<file path="config.mk">
export PLATFORM = sky130hd
export DESIGN_NAME = ring_mailbox_with_overflow_policy_flat
export DESIGN_NICKNAME = d
export VERILOG_FILES = /design/src/hw/rtl/rmbx_pkg.sv /design/src/hw/rtl/rmbx_req_if.sv /design/src/hw/rtl/rmbx_rsp_if.sv /design/src/hw/rtl/rmbx_cfg_if.sv /design/src/hw/rtl/ring_mailbox_with_overflow_policy.sv /design/src/flat_wrapper.sv
export SDC_FILE = /design/constraint.sdc
export NUM_CORES = 1
export LEC_CHECK = 0
export BUFFER_PORTS_ARGS = -buffer_cell sky130_fd_sc_hd__buf_2
export CAP_MARGIN = 5
export CORE_MARGIN = 2
export CORE_UTILIZATION = 30
export DETAILED_ROUTE_END_ITERATION = 8
export GPL_TIMING_DRIVEN = 0
export HOLD_SLACK_MARGIN = 0.12
export REMOVE_ABC_BUFFERS = 1
export SLEW_MARGIN = 20
export SYNTH_ARGS = -nofsm -noshare
export SYNTH_HDL_FRONTEND = slang
export SYNTH_SLANG_ARGS = --single-unit
</file>
<file path="constraint.sdc">
create_clock -name clk -period 6.4 [get_ports clk]
set_input_delay 1.28 -clock clk [delete_from_list [all_inputs] [get_ports clk]]
set_output_delay 1.28 -clock clk [all_outputs]
set_load 0.02 [all_outputs]
</file>
<file path="src/hw/rtl/rmbx_pkg.sv">
`timescale 1ns / 1ps
// ----------------------------------------------------------------------------
// rmbx_pkg - shared types and constants of the ring mailbox
// Operation, status and register index codes, and the fixed field widths.
// ----------------------------------------------------------------------------
package rmbx_pkg;

	// fixed field widths
	localparam int unsigned ITEM_W     = 32;
	localparam int unsigned FILL_W     = 5;
	localparam int unsigned DROP_W     = 16;
	localparam int unsigned CFG_IDX_W  = 2;
	localparam int unsigned CFG_DATA_W = 32;

	// capacity after reset
	localparam logic [FILL_W-1:0] CAP_RESET = 5'd16;

	// operation codes
	typedef enum logic [1:0] {
		OP_SEND  = 2'd0,
		OP_RECV  = 2'd1,
		OP_CLEAR = 2'd2,
		OP_FLUSH = 2'd3
	} op_t;

	// result status codes
	typedef enum logic [1:0] {
		ST_OK    = 2'd0,
		ST_FULL  = 2'd1,
		ST_EMPTY = 2'd2
	} status_t;

	// configuration register indexes
	localparam logic [CFG_IDX_W-1:0] CFG_CAPACITY  = 2'd0;
	localparam logic [CFG_IDX_W-1:0] CFG_DROP_MODE = 2'd1;

endpackage

</file>
<file path="src/hw/rtl/rmbx_req_if.sv">
`timescale 1ns / 1ps
// ----------------------------------------------------------------------------
// rmbx_req_if - mailbox operation channel
// Valid/ready channel carrying one operation item.
// ----------------------------------------------------------------------------
interface rmbx_req_if
	import rmbx_pkg::*;
();
	logic              valid;
	logic              ready;
	op_t               op;
	logic [ITEM_W-1:0] item_data;

	modport source (output valid, output op, output item_data, input ready);
	modport sink (input valid, input op, input item_data, output ready);
endinterface

</file>
<file path="src/hw/rtl/rmbx_rsp_if.sv">
`timescale 1ns / 1ps
// ----------------------------------------------------------------------------
// rmbx_rsp_if - mailbox result channel
// Valid/ready channel carrying one result item per operation.
// ----------------------------------------------------------------------------
interface rmbx_rsp_if
	import rmbx_pkg::*;
();
	logic              valid;
	logic              ready;
	status_t           status;
	logic [ITEM_W-1:0] item_out;
	logic              overwrote;
	logic [FILL_W-1:0] fill_level;
	logic [DROP_W-1:0] drop_total;

	modport source (output valid, output status, output item_out, output overwrote,
		output fill_level, output drop_total, input ready);
	modport sink (input valid, input status, input item_out, input overwrote,
		input fill_level, input drop_total, output ready);
endinterface

</file>
<file path="src/hw/rtl/rmbx_cfg_if.sv">
`timescale 1ns / 1ps
// ----------------------------------------------------------------------------
// rmbx_cfg_if - configuration write channel
// Valid/ready channel carrying a register index and write data.
// ----------------------------------------------------------------------------
interface rmbx_cfg_if
	import rmbx_pkg::*;
();
	logic                  valid;
	logic                  ready;
	logic [CFG_IDX_W-1:0]  index;
	logic [CFG_DATA_W-1:0] data;

	modport source (output valid, output index, output data, input ready);
	modport sink (input valid, input index, input data, output ready);
endinterface

</file>
<file path="src/hw/rtl/ring_mailbox_with_overflow_policy.sv">
`timescale 1ns / 1ps
// ----------------------------------------------------------------------------
// ring_mailbox_with_overflow_policy - circular mailbox with full policy
// Latency: the result of an item is valid the cycle after the item is taken.
// Throughput: one item per cycle while results are taken; the single result
// register holds req.ready low while its item waits on rsp.
// Reset clears pointers, fill count, drop counter and the output valid, and
// sets capacity 16 and reject mode; slot contents are not cleared.
// ----------------------------------------------------------------------------
module ring_mailbox_with_overflow_policy
	import rmbx_pkg::*;
#(
	parameter int unsigned DEPTH     = 16,
	parameter int unsigned ITEM_BITS = 32
) (
	input logic          clk,
	input logic          arst_n,
	rmbx_cfg_if.sink     cfg,
	rmbx_req_if.sink     req,
	rmbx_rsp_if.source   rsp
);

	localparam int unsigned PTR_W = (DEPTH > 1) ? $clog2(DEPTH) : 1;

	// next pointer, wrapping at the effective capacity
	function automatic logic [PTR_W-1:0] advance(input logic [PTR_W-1:0] p,
		input logic [FILL_W-1:0] cap);
		logic [31:0] nxt;
		nxt = 32'(p) + 32'd1;
		return (nxt >= 32'(cap)) ? '0 : PTR_W'(nxt);
	endfunction

	// configuration registers
	logic [FILL_W-1:0] capacity_q;
	logic              drop_mode_q;

	// mailbox state
	logic [PTR_W-1:0]  rd_ptr_q, rd_ptr_d;
	logic [PTR_W-1:0]  wr_ptr_q, wr_ptr_d;
	logic [FILL_W-1:0] count_q, count_d;
	logic [DROP_W-1:0] drops_q, drops_d;

	// slot memory
	logic [ITEM_BITS-1:0] slot_mem [DEPTH];
	logic [ITEM_BITS-1:0] wdata;
	logic [63:0]          data_ext;
	logic [63:0]          rdata_ext;

	// result stage
	logic                 valid_s1;
	status_t              status_s1;
	logic                 over_s1;
	logic                 pop_s1;
	logic [ITEM_BITS-1:0] rdata_s1;

	// operation decode
	logic              accept;
	logic [FILL_W-1:0] cap_eff;
	logic [DROP_W-1:0] drops_inc;
	status_t           status_d;
	logic              over_d;
	logic              pop_d;
	logic              wr_en;

	assign cfg.ready = 1'b1;
	assign req.ready = !valid_s1 || rsp.ready;
	assign accept    = req.valid && req.ready;

	// configuration writes
	always_ff @(posedge clk or negedge arst_n) begin
		if (!arst_n) begin
			capacity_q  <= CAP_RESET;
			drop_mode_q <= 1'b0;
		end else if (cfg.valid && cfg.ready) begin
			unique case (cfg.index)
				CFG_CAPACITY:  capacity_q  <= cfg.data[FILL_W-1:0];
				CFG_DROP_MODE: drop_mode_q <= cfg.data[0];
				default: ;
			endcase
		end
	end

	// effective capacity clamped to 1..DEPTH
	always_comb begin
		if (capacity_q == '0) begin
			cap_eff = FILL_W'(1);
		end else if (32'(capacity_q) > DEPTH) begin
			cap_eff = FILL_W'(DEPTH);
		end else begin
			cap_eff = capacity_q;
		end
	end

	// saturating drop increment
	assign drops_inc = (drops_q == '1) ? drops_q : drops_q + DROP_W'(1);

	// next state of the mailbox for the operation at the input
	always_comb begin
		rd_ptr_d = rd_ptr_q;
		wr_ptr_d = wr_ptr_q;
		count_d  = count_q;
		drops_d  = drops_q;
		status_d = ST_OK;
		over_d   = 1'b0;
		pop_d    = 1'b0;
		wr_en    = 1'b0;
		case (req.op)
			OP_SEND: begin
				if (count_q >= cap_eff) begin
					drops_d = drops_inc;
					if (drop_mode_q) begin
						// discard oldest, store new, count unchanged
						rd_ptr_d = advance(rd_ptr_q, cap_eff);
						wr_ptr_d = advance(wr_ptr_q, cap_eff);
						over_d   = 1'b1;
						wr_en    = 1'b1;
					end else begin
						status_d = ST_FULL;
					end
				end else begin
					wr_ptr_d = advance(wr_ptr_q, cap_eff);
					count_d  = count_q + FILL_W'(1);
					wr_en    = 1'b1;
				end
			end
			OP_RECV: begin
				if (count_q == '0) begin
					status_d = ST_EMPTY;
				end else begin
					rd_ptr_d = advance(rd_ptr_q, cap_eff);
					count_d  = count_q - FILL_W'(1);
					pop_d    = 1'b1;
				end
			end
			OP_CLEAR: begin
				drops_d = '0;
			end
			default: begin
				rd_ptr_d = '0;
				wr_ptr_d = '0;
				count_d  = '0;
				drops_d  = '0;
			end
		endcase
	end

	// mailbox state registers
	always_ff @(posedge clk or negedge arst_n) begin
		if (!arst_n) begin
			rd_ptr_q <= '0;
			wr_ptr_q <= '0;
			count_q  <= '0;
			drops_q  <= '0;
		end else if (accept) begin
			rd_ptr_q <= rd_ptr_d;
			wr_ptr_q <= wr_ptr_d;
			count_q  <= count_d;
			drops_q  <= drops_d;
		end
	end

	// item word masked to the slot width
	assign data_ext = {32'd0, req.item_data};
	assign wdata    = data_ext[ITEM_BITS-1:0];

	// slot memory: write at tail, registered read of head
	always_ff @(posedge clk) begin
		if (accept && wr_en) begin
			slot_mem[wr_ptr_q] <= wdata;
		end
		if (accept) begin
			rdata_s1 <= slot_mem[rd_ptr_q];
		end
	end

	// result valid
	always_ff @(posedge clk or negedge arst_n) begin
		if (!arst_n) begin
			valid_s1 <= 1'b0;
		end else if (accept) begin
			valid_s1 <= 1'b1;
		end else if (rsp.ready) begin
			valid_s1 <= 1'b0;
		end
	end

	// result payload
	always_ff @(posedge clk) begin
		if (accept) begin
			status_s1 <= status_d;
			over_s1   <= over_d;
			pop_s1    <= pop_d;
		end
	end

	// popped item, zero unless a receive succeeded
	always_comb begin
		rdata_ext                = '0;
		rdata_ext[ITEM_BITS-1:0] = rdata_s1;
	end

	assign rsp.valid      = valid_s1;
	assign rsp.status     = status_s1;
	assign rsp.item_out   = pop_s1 ? rdata_ext[ITEM_W-1:0] : '0;
	assign rsp.overwrote  = over_s1;
	assign rsp.fill_level = count_q;
	assign rsp.drop_total = drops_q;

endmodule
</file>
<file path="src/flat_wrapper.sv">
// flat-port wrapper written by rule: the top's interface ports become plain ports
module ring_mailbox_with_overflow_policy_flat import rmbx_pkg::*;
#(
	parameter int unsigned DEPTH     = 16,
	parameter int unsigned ITEM_BITS = 32
)
  (clk, arst_n, cfg_valid, cfg_index, cfg_data, cfg_ready, req_valid, req_op, req_item_data, req_ready, rsp_valid, rsp_status, rsp_item_out, rsp_overwrote, rsp_fill_level, rsp_drop_total, rsp_ready);
  rmbx_cfg_if cfg_i ();
  rmbx_req_if req_i ();
  rmbx_rsp_if rsp_i ();
  input logic clk;
  input logic arst_n;
  input wire logic [$bits(cfg_i.valid)-1:0] cfg_valid;
  input wire logic [$bits(cfg_i.index)-1:0] cfg_index;
  input wire logic [$bits(cfg_i.data)-1:0] cfg_data;
  output wire logic [$bits(cfg_i.ready)-1:0] cfg_ready;
  input wire logic [$bits(req_i.valid)-1:0] req_valid;
  input wire logic [$bits(req_i.op)-1:0] req_op;
  input wire logic [$bits(req_i.item_data)-1:0] req_item_data;
  output wire logic [$bits(req_i.ready)-1:0] req_ready;
  output wire logic [$bits(rsp_i.valid)-1:0] rsp_valid;
  output wire logic [$bits(rsp_i.status)-1:0] rsp_status;
  output wire logic [$bits(rsp_i.item_out)-1:0] rsp_item_out;
  output wire logic [$bits(rsp_i.overwrote)-1:0] rsp_overwrote;
  output wire logic [$bits(rsp_i.fill_level)-1:0] rsp_fill_level;
  output wire logic [$bits(rsp_i.drop_total)-1:0] rsp_drop_total;
  input wire logic [$bits(rsp_i.ready)-1:0] rsp_ready;
  assign cfg_i.valid = cfg_valid;
  assign cfg_i.index = cfg_index;
  assign cfg_i.data = cfg_data;
  assign cfg_ready = cfg_i.ready;
  assign req_i.valid = req_valid;
  assign req_i.op = req_op;
  assign req_i.item_data = req_item_data;
  assign req_ready = req_i.ready;
  assign rsp_valid = rsp_i.valid;
  assign rsp_status = rsp_i.status;
  assign rsp_item_out = rsp_i.item_out;
  assign rsp_overwrote = rsp_i.overwrote;
  assign rsp_fill_level = rsp_i.fill_level;
  assign rsp_drop_total = rsp_i.drop_total;
  assign rsp_i.ready = rsp_ready;
  ring_mailbox_with_overflow_policy #(.DEPTH(DEPTH), .ITEM_BITS(ITEM_BITS)) u_core (.clk(clk), .arst_n(arst_n), .cfg(cfg_i), .req(req_i), .rsp(rsp_i));
endmodule
</file>
# After elaboration in Yosys (flattened, before gate mapping)

Memories as Yosys holds them, arrays and structs flattened. A register that Yosys moved wholly into a read port is not among the register bits.
Index checks and enable logic that the tools add are counted.

Bits in registers: 40
Bits in writable memories: 512
Output and inout bits: 59
Logic and storage cells: 80
Memories kept: 1

Memory list:

| memory          | depth | bits a word | read ports | clocked after Yosys merged registers in | wr ports | RTL line                                | RTL |
|---|---|---|---|---|---|---|---|
| u_core.slot_mem | 16    | 32          | 1          | 1                                       | 1        | ring_mailbox_with_overflow_policy.sv:44 | `logic [ITEM_BITS-1:0] slot_mem [DEPTH];` |

$add $sub $neg: 5
Magnitude comparators: 4
Eq/ne operators: 10
Multiplexer cells: 30
Bitwise logic cells: 3
Reduce and logical (&&, ||, !) cells: 17

Operators with widths:

| operator                                                               | number |
|---|---|
| 32-bit by 5-bit greater-or-equal comparator with 1-bit output          | 2 |
| 16-bit 2-to-1 mux                                                      | 2 |
| 32-bit 2-to-1 mux                                                      | 1 |
| 16-bit one-hot mux with 2 select lines                                 | 1 |
| 4-bit 2-to-1 mux                                                       | 7 |
| 5-bit 2-to-1 mux                                                       | 4 |
| 16-bit by 1-bit adder with 16-bit output (second input constant)       | 1 |
| 16-bit equality test (second input constant)                           | 1 |
| 5-bit one-hot mux with 3 select lines                                  | 1 |
| 4-bit one-hot mux with 3 select lines                                  | 1 |
| 4-bit by 1-bit adder with 5-bit output (second input constant)         | 2 |
| 5-bit zero test                                                        | 2 |
| 1-bit 2-to-1 mux                                                       | 9 |
| 4-bit one-hot mux with 2 select lines                                  | 1 |
| 4-bit AND reduction                                                    | 2 |
| 2-bit != test (second input constant)                                  | 3 |
| 2-bit AND reduction                                                    | 3 |
| 5-bit by 1-bit adder with 5-bit output (second input constant)         | 1 |
| 5-bit greater-or-equal comparator                                      | 1 |
| 5-bit > comparator (second input constant)                             | 1 |
| 5-bit AND reduction                                                    | 1 |
| 5-bit by 1-bit subtractor with 5-bit output (second input constant)    | 1 |
| 2-bit by 1-bit equality test with 1-bit output (second input constant) | 2 |
| 2-bit zero test                                                        | 2 |
| other kinds (12)                                                       | 17 |

# Logic depth before layout (Yosys ltp)

Depth in word-level cells: 9
Gate-level depth with buffers: 12
Depth with buffers taken out: 10

# Worst setup path before layout

No wires, ideal clock.

Kind: flip-flop to flip-flop
From: register u_core.capacity_q[1]
To: memory u_core.slot_mem[0][0] (enable)
Setup time: 0.461 ns
Data arrival time: 4.555 ns
Slack: 1.384 ns
Stages on the path, launching flop included: 11
Path buffers: 0
Path through: dfrtp_1 nor3_1 nor2_1 nor2_1 ha_1 nand2b_1 a2111o_1 a31o_2 a211oi_2 nand2_1 nor3_1

Word-level cells in the longest chain between the ends: 9

RTL lines:

| element                                  | RTL line                                 | RTL |
|---|---|---|
| start, declared                          | ring_mailbox_with_overflow_policy.sv:34  | `logic [FILL_W-1:0] capacity_q;` |
| start signal, assigned                   | ring_mailbox_with_overflow_policy.sv:76  | `CFG_CAPACITY: capacity_q <= cfg.data[FILL_W-1:0];` |
| 5-bit > comparator                       | ring_mailbox_with_overflow_policy.sv:87  | `end else if (32'(capacity_q) > DEPTH) begin` |
| 5-bit 2-to-1 mux                         | ring_mailbox_with_overflow_policy.sv:87  |  |
| 5-bit 2-to-1 mux *                       | ring_mailbox_with_overflow_policy.sv:85  | `if (capacity_q == '0) begin` |
| 5-bit greater-or-equal comparator *      | ring_mailbox_with_overflow_policy.sv:109 | `if (count_q >= cap_eff) begin` |
| 1-bit 2-to-1 mux *                       | ring_mailbox_with_overflow_policy.sv:109 |  |
| 1-bit 2-to-1 mux *                       | ring_mailbox_with_overflow_policy.sv:107 | `case (req.op)` |
| 1-bit logical AND *                      | ring_mailbox_with_overflow_policy.sv:168 | `if (accept && wr_en) begin` |
| 1-bit 2-to-1 mux *                       | ring_mailbox_with_overflow_policy.sv:168 |  |
| 1-bit 2-to-1 mux (implied by the code) * | ring_mailbox_with_overflow_policy.sv:169 | `slot_mem[wr_ptr_q] <= wdata;` |
| end, declared                            | ring_mailbox_with_overflow_policy.sv:44  |  |

Every way passes the cells marked *; elsewhere a longest branch is shown, timed or not.

# Final worst setup path

From: register u_core.capacity_q[1]
To: memory u_core.slot_mem[1][11] (enable)

Same word-level chain as after synthesis.

==> results.cfg <==
[logic_synthesis]
synth_fa_ha_area_frac = 0.0153
async_flop_share = 0.0616
syn_area_um2 = 23400
ys_ff_latch = 584
synth.distinct_cells = 56
ys.flop_type = edfxtp_1
synth_edf_count = 548
yosysWarnings = 0
avgSynthCellArea_um2 = 17.6
seq_area_frac_synth = 0.743
synth_mux_area_frac = 0.120
synth-compound-area-share = 0.0578
synthCells = 1328
synth_top_family_by_area = multiplexers
yosys.area_share.simple = 0.0442
yosys.area_share.xor_xnor = 0.00599

[worst_setup_path]
start_kind = flip-flop
reg2reg_depth = 12
end_kind = flip-flop
cp.arrival_ps = 4450
crit_slowest_cell = nor3_2
crit_fanout = 8
critical_path.cell_chain = nor3_1 > nor2_1 > nor2_1 > ha_1 > nand2b_1 > a2111o_1 > a31o_2 > a211oi_2 > nand2_1 > nor3_2 > buf_4 > buf_4
critical_path_required_ps = 6700
slowest_delay_ps = 500
path_class = flip-flop to flip-flop

[clock_network]
cts_tree = yes
cts_made_buffers = 58
cts_setup_buffers = 0
ctsResizeCount = 0
htree_levels = 2
path_clk_slew_ps = 60
clk-insertion-delay-late_ps = 630
hold_buffers = 0
cts_max_path_buffers = 3
cts_root_buf = clkbuf_16
clock-sinks = 584

[cells_and_area]
regArea_um2 = 17400
fin_area_um2 = 27800
multi_input_area_um2 = 5820
utilization = 0.360
final_cell_mix = edfxtp_1, mux2i_1, buf_2, nand2_1, mux4_2
final_common_cell = edfxtp_1
stdcell_count = 2565
nets = 1582
area_delta_synth_final_pct = 19.1
n_fill_cell = 7212
drive_above_1_share = 0.233

[outcome]
status = finished, final reports clean

[placed_design]
place_hpwl_um = 33800
io_buffers = 103
gp_congestion = 0.739
dp.cells = 2461
dpl_worst_slack_ps = 2120
place_area_um2 = 26000

[detailed_routing]
vias_per_cell = 4.82
routed_wl_um = 52800
dr.pass1.iters = 5
drc = 0
ant_nets = 0
detail_route.wl_per_cell_um = 20.6
vias = 12400
drt_iter0_markers = 981

[global_route]
grt-ovfl-total = 0
grt_max_degree = 44
grt_pass1_vias = 12800
antenna_found_initial = 11
track_usage = 0.130
grt_pass1_wl_um = 79900

[die]
initial_core_util = 0.302
coreArea_um2 = 77300
rows = 102
fp.dieW_um = 283
die_area_um2 = 80200
die_y_um = 283
io_pins = 132

[power_and_ir_drop]
pwr_density_cell_nw_per_um2 = 336
power_mw = 9.37
p_leak_nw = 9.20
ir_drop_uv = 243

[sta]
period_needed_ps = 4150
setup_viol_count_final = 0
max_slew_margin = 0.322
hold_slack_ps = 513
rsz0062_at_grt = false
layout_setup_ws_ps = 2250
tightestPinTransition_ps = 1010
finalHoldViolCount = 0
fin_crit_sh = 0.649
fin_setup_tns_ps = 0
skew_ps = 34.1
max_freq_ghz = 0.241
slew_viol_final = 0

[hold_path]
min_path_cells = 1
hold_class = flip-flop to flip-flop

[flow_run]
cap_violations = 0
[report_power, final]
group,leakage (nW),internal [mW],switching (mW)
clock,0.877,1.87,1.40
combinational,2.90,0.783,0.827
sequential,5.42,4.31,0.167
total,9.20,6.97,2.40
[synth_stat cells, drive strengths merged, types with 2 or more instances]
cell type  count  share of area
a211oi         3         0.0012
a21o           5         0.0016
a21oi         43         0.0092
a221oi        32          0.012
a22oi         33          0.011
a311oi         2         0.0018
a31o           2        0.00075
a31oi          3        0.00080
and2          34         0.0092
and3           7         0.0019
buf           25         0.0050
clkbuf        40         0.0064
dfrtp         35          0.037
edfxtp       548           0.70
ha            27          0.014
inv           14         0.0022
mux2          26          0.013
mux2i        108          0.046
mux4          64          0.062
nand2         88          0.014
nand2b         8         0.0021
nand3         10         0.0021
nand3b         2        0.00064
nand4          3        0.00080
nor2          31         0.0050
nor2b          2        0.00054
nor3          15         0.0032
nor3b          2        0.00064
nor4           3        0.00080
o21ai         72          0.015
o31ai          4         0.0013
or3            6         0.0016
or4            2        0.00080
xnor2         12         0.0045
xor2           4         0.0015
[sequential cells by signal, indices dropped and copies added, names as in the netlist]
name / count
u_core.rsp.fill_level: 5
u_core.rsp.valid: 1
u_core.wr_ptr_q: 4
u_core.rd_ptr_q: 4
u_core.rsp.drop_total: 16
u_core.drop_mode_q: 1
u_core.rsp.overwrote: 1
u_core.slot_mem: 512
u_core.pop_s1: 1
u_core.rdata_s1: 32
u_core.rsp.status: 2
u_core.capacity_q: 5
[critical path: cells and delay by family (launching register included)]
kind,cells,cell delay [ps]
buf+inv,2,510
fa+ha+maj,1,280
compound gates,3,1220
flops,1,400
simple gates,6,1440
[per-layer routing]
layer / routed length [um] / track usage / part of all wire
met4: 1090 / 0.0343 / 0.021
met5: 69 / 0 / 0.0013
met1: 22400 / 0.165 / 0.42
met2: 26800 / 0.229 / 0.51
met3: 2430 / 0.0247 / 0.046
[path summary, 6_finish.rpt]
check / start / end / slack, ps
min: u_core.capacity_q[0] / u_core.capacity_q[0] / 510
max in group asynchronous: arst_n / u_core.rd_ptr_q[3] / 4960
min reg2reg: u_core.capacity_q[0] / u_core.capacity_q[0] / 510
max: u_core.capacity_q[1] / u_core.slot_mem[1][11] / 2250
max reg2reg: u_core.capacity_q[1] / u_core.slot_mem[1][11] / 2250
min in group asynchronous: arst_n / u_core.rsp.drop_total[7] / 790
[final cells by class]
| class | count | share of cell area |
|---|---|---|
| Multi-Input combinational cell | 665 | 0.209 |
| Clock inverter | 30 | 0.0122 |
| Tap cell | 1040 | 0.0467 |
| Sequential cell | 584 | 0.624 |
| Antenna cell | 1 | 0.0000899 |
| Clock buffer | 73 | 0.0541 |
| Timing Repair Buffer | 158 | 0.0519 |
| Inverter | 14 | 0.00198 |
[cell families (layout without fill, tap and decap cells)]
group,Yosys count,in the layout
xor+xnor,16,16
fa+ha+maj,28,28
compound gates,207,207
other cells,1,2
flops,584,584
simple gates,215,215
mux,198,198
buf+inv,79,275
No activity file was read; power rests on OpenSTA's default activity.
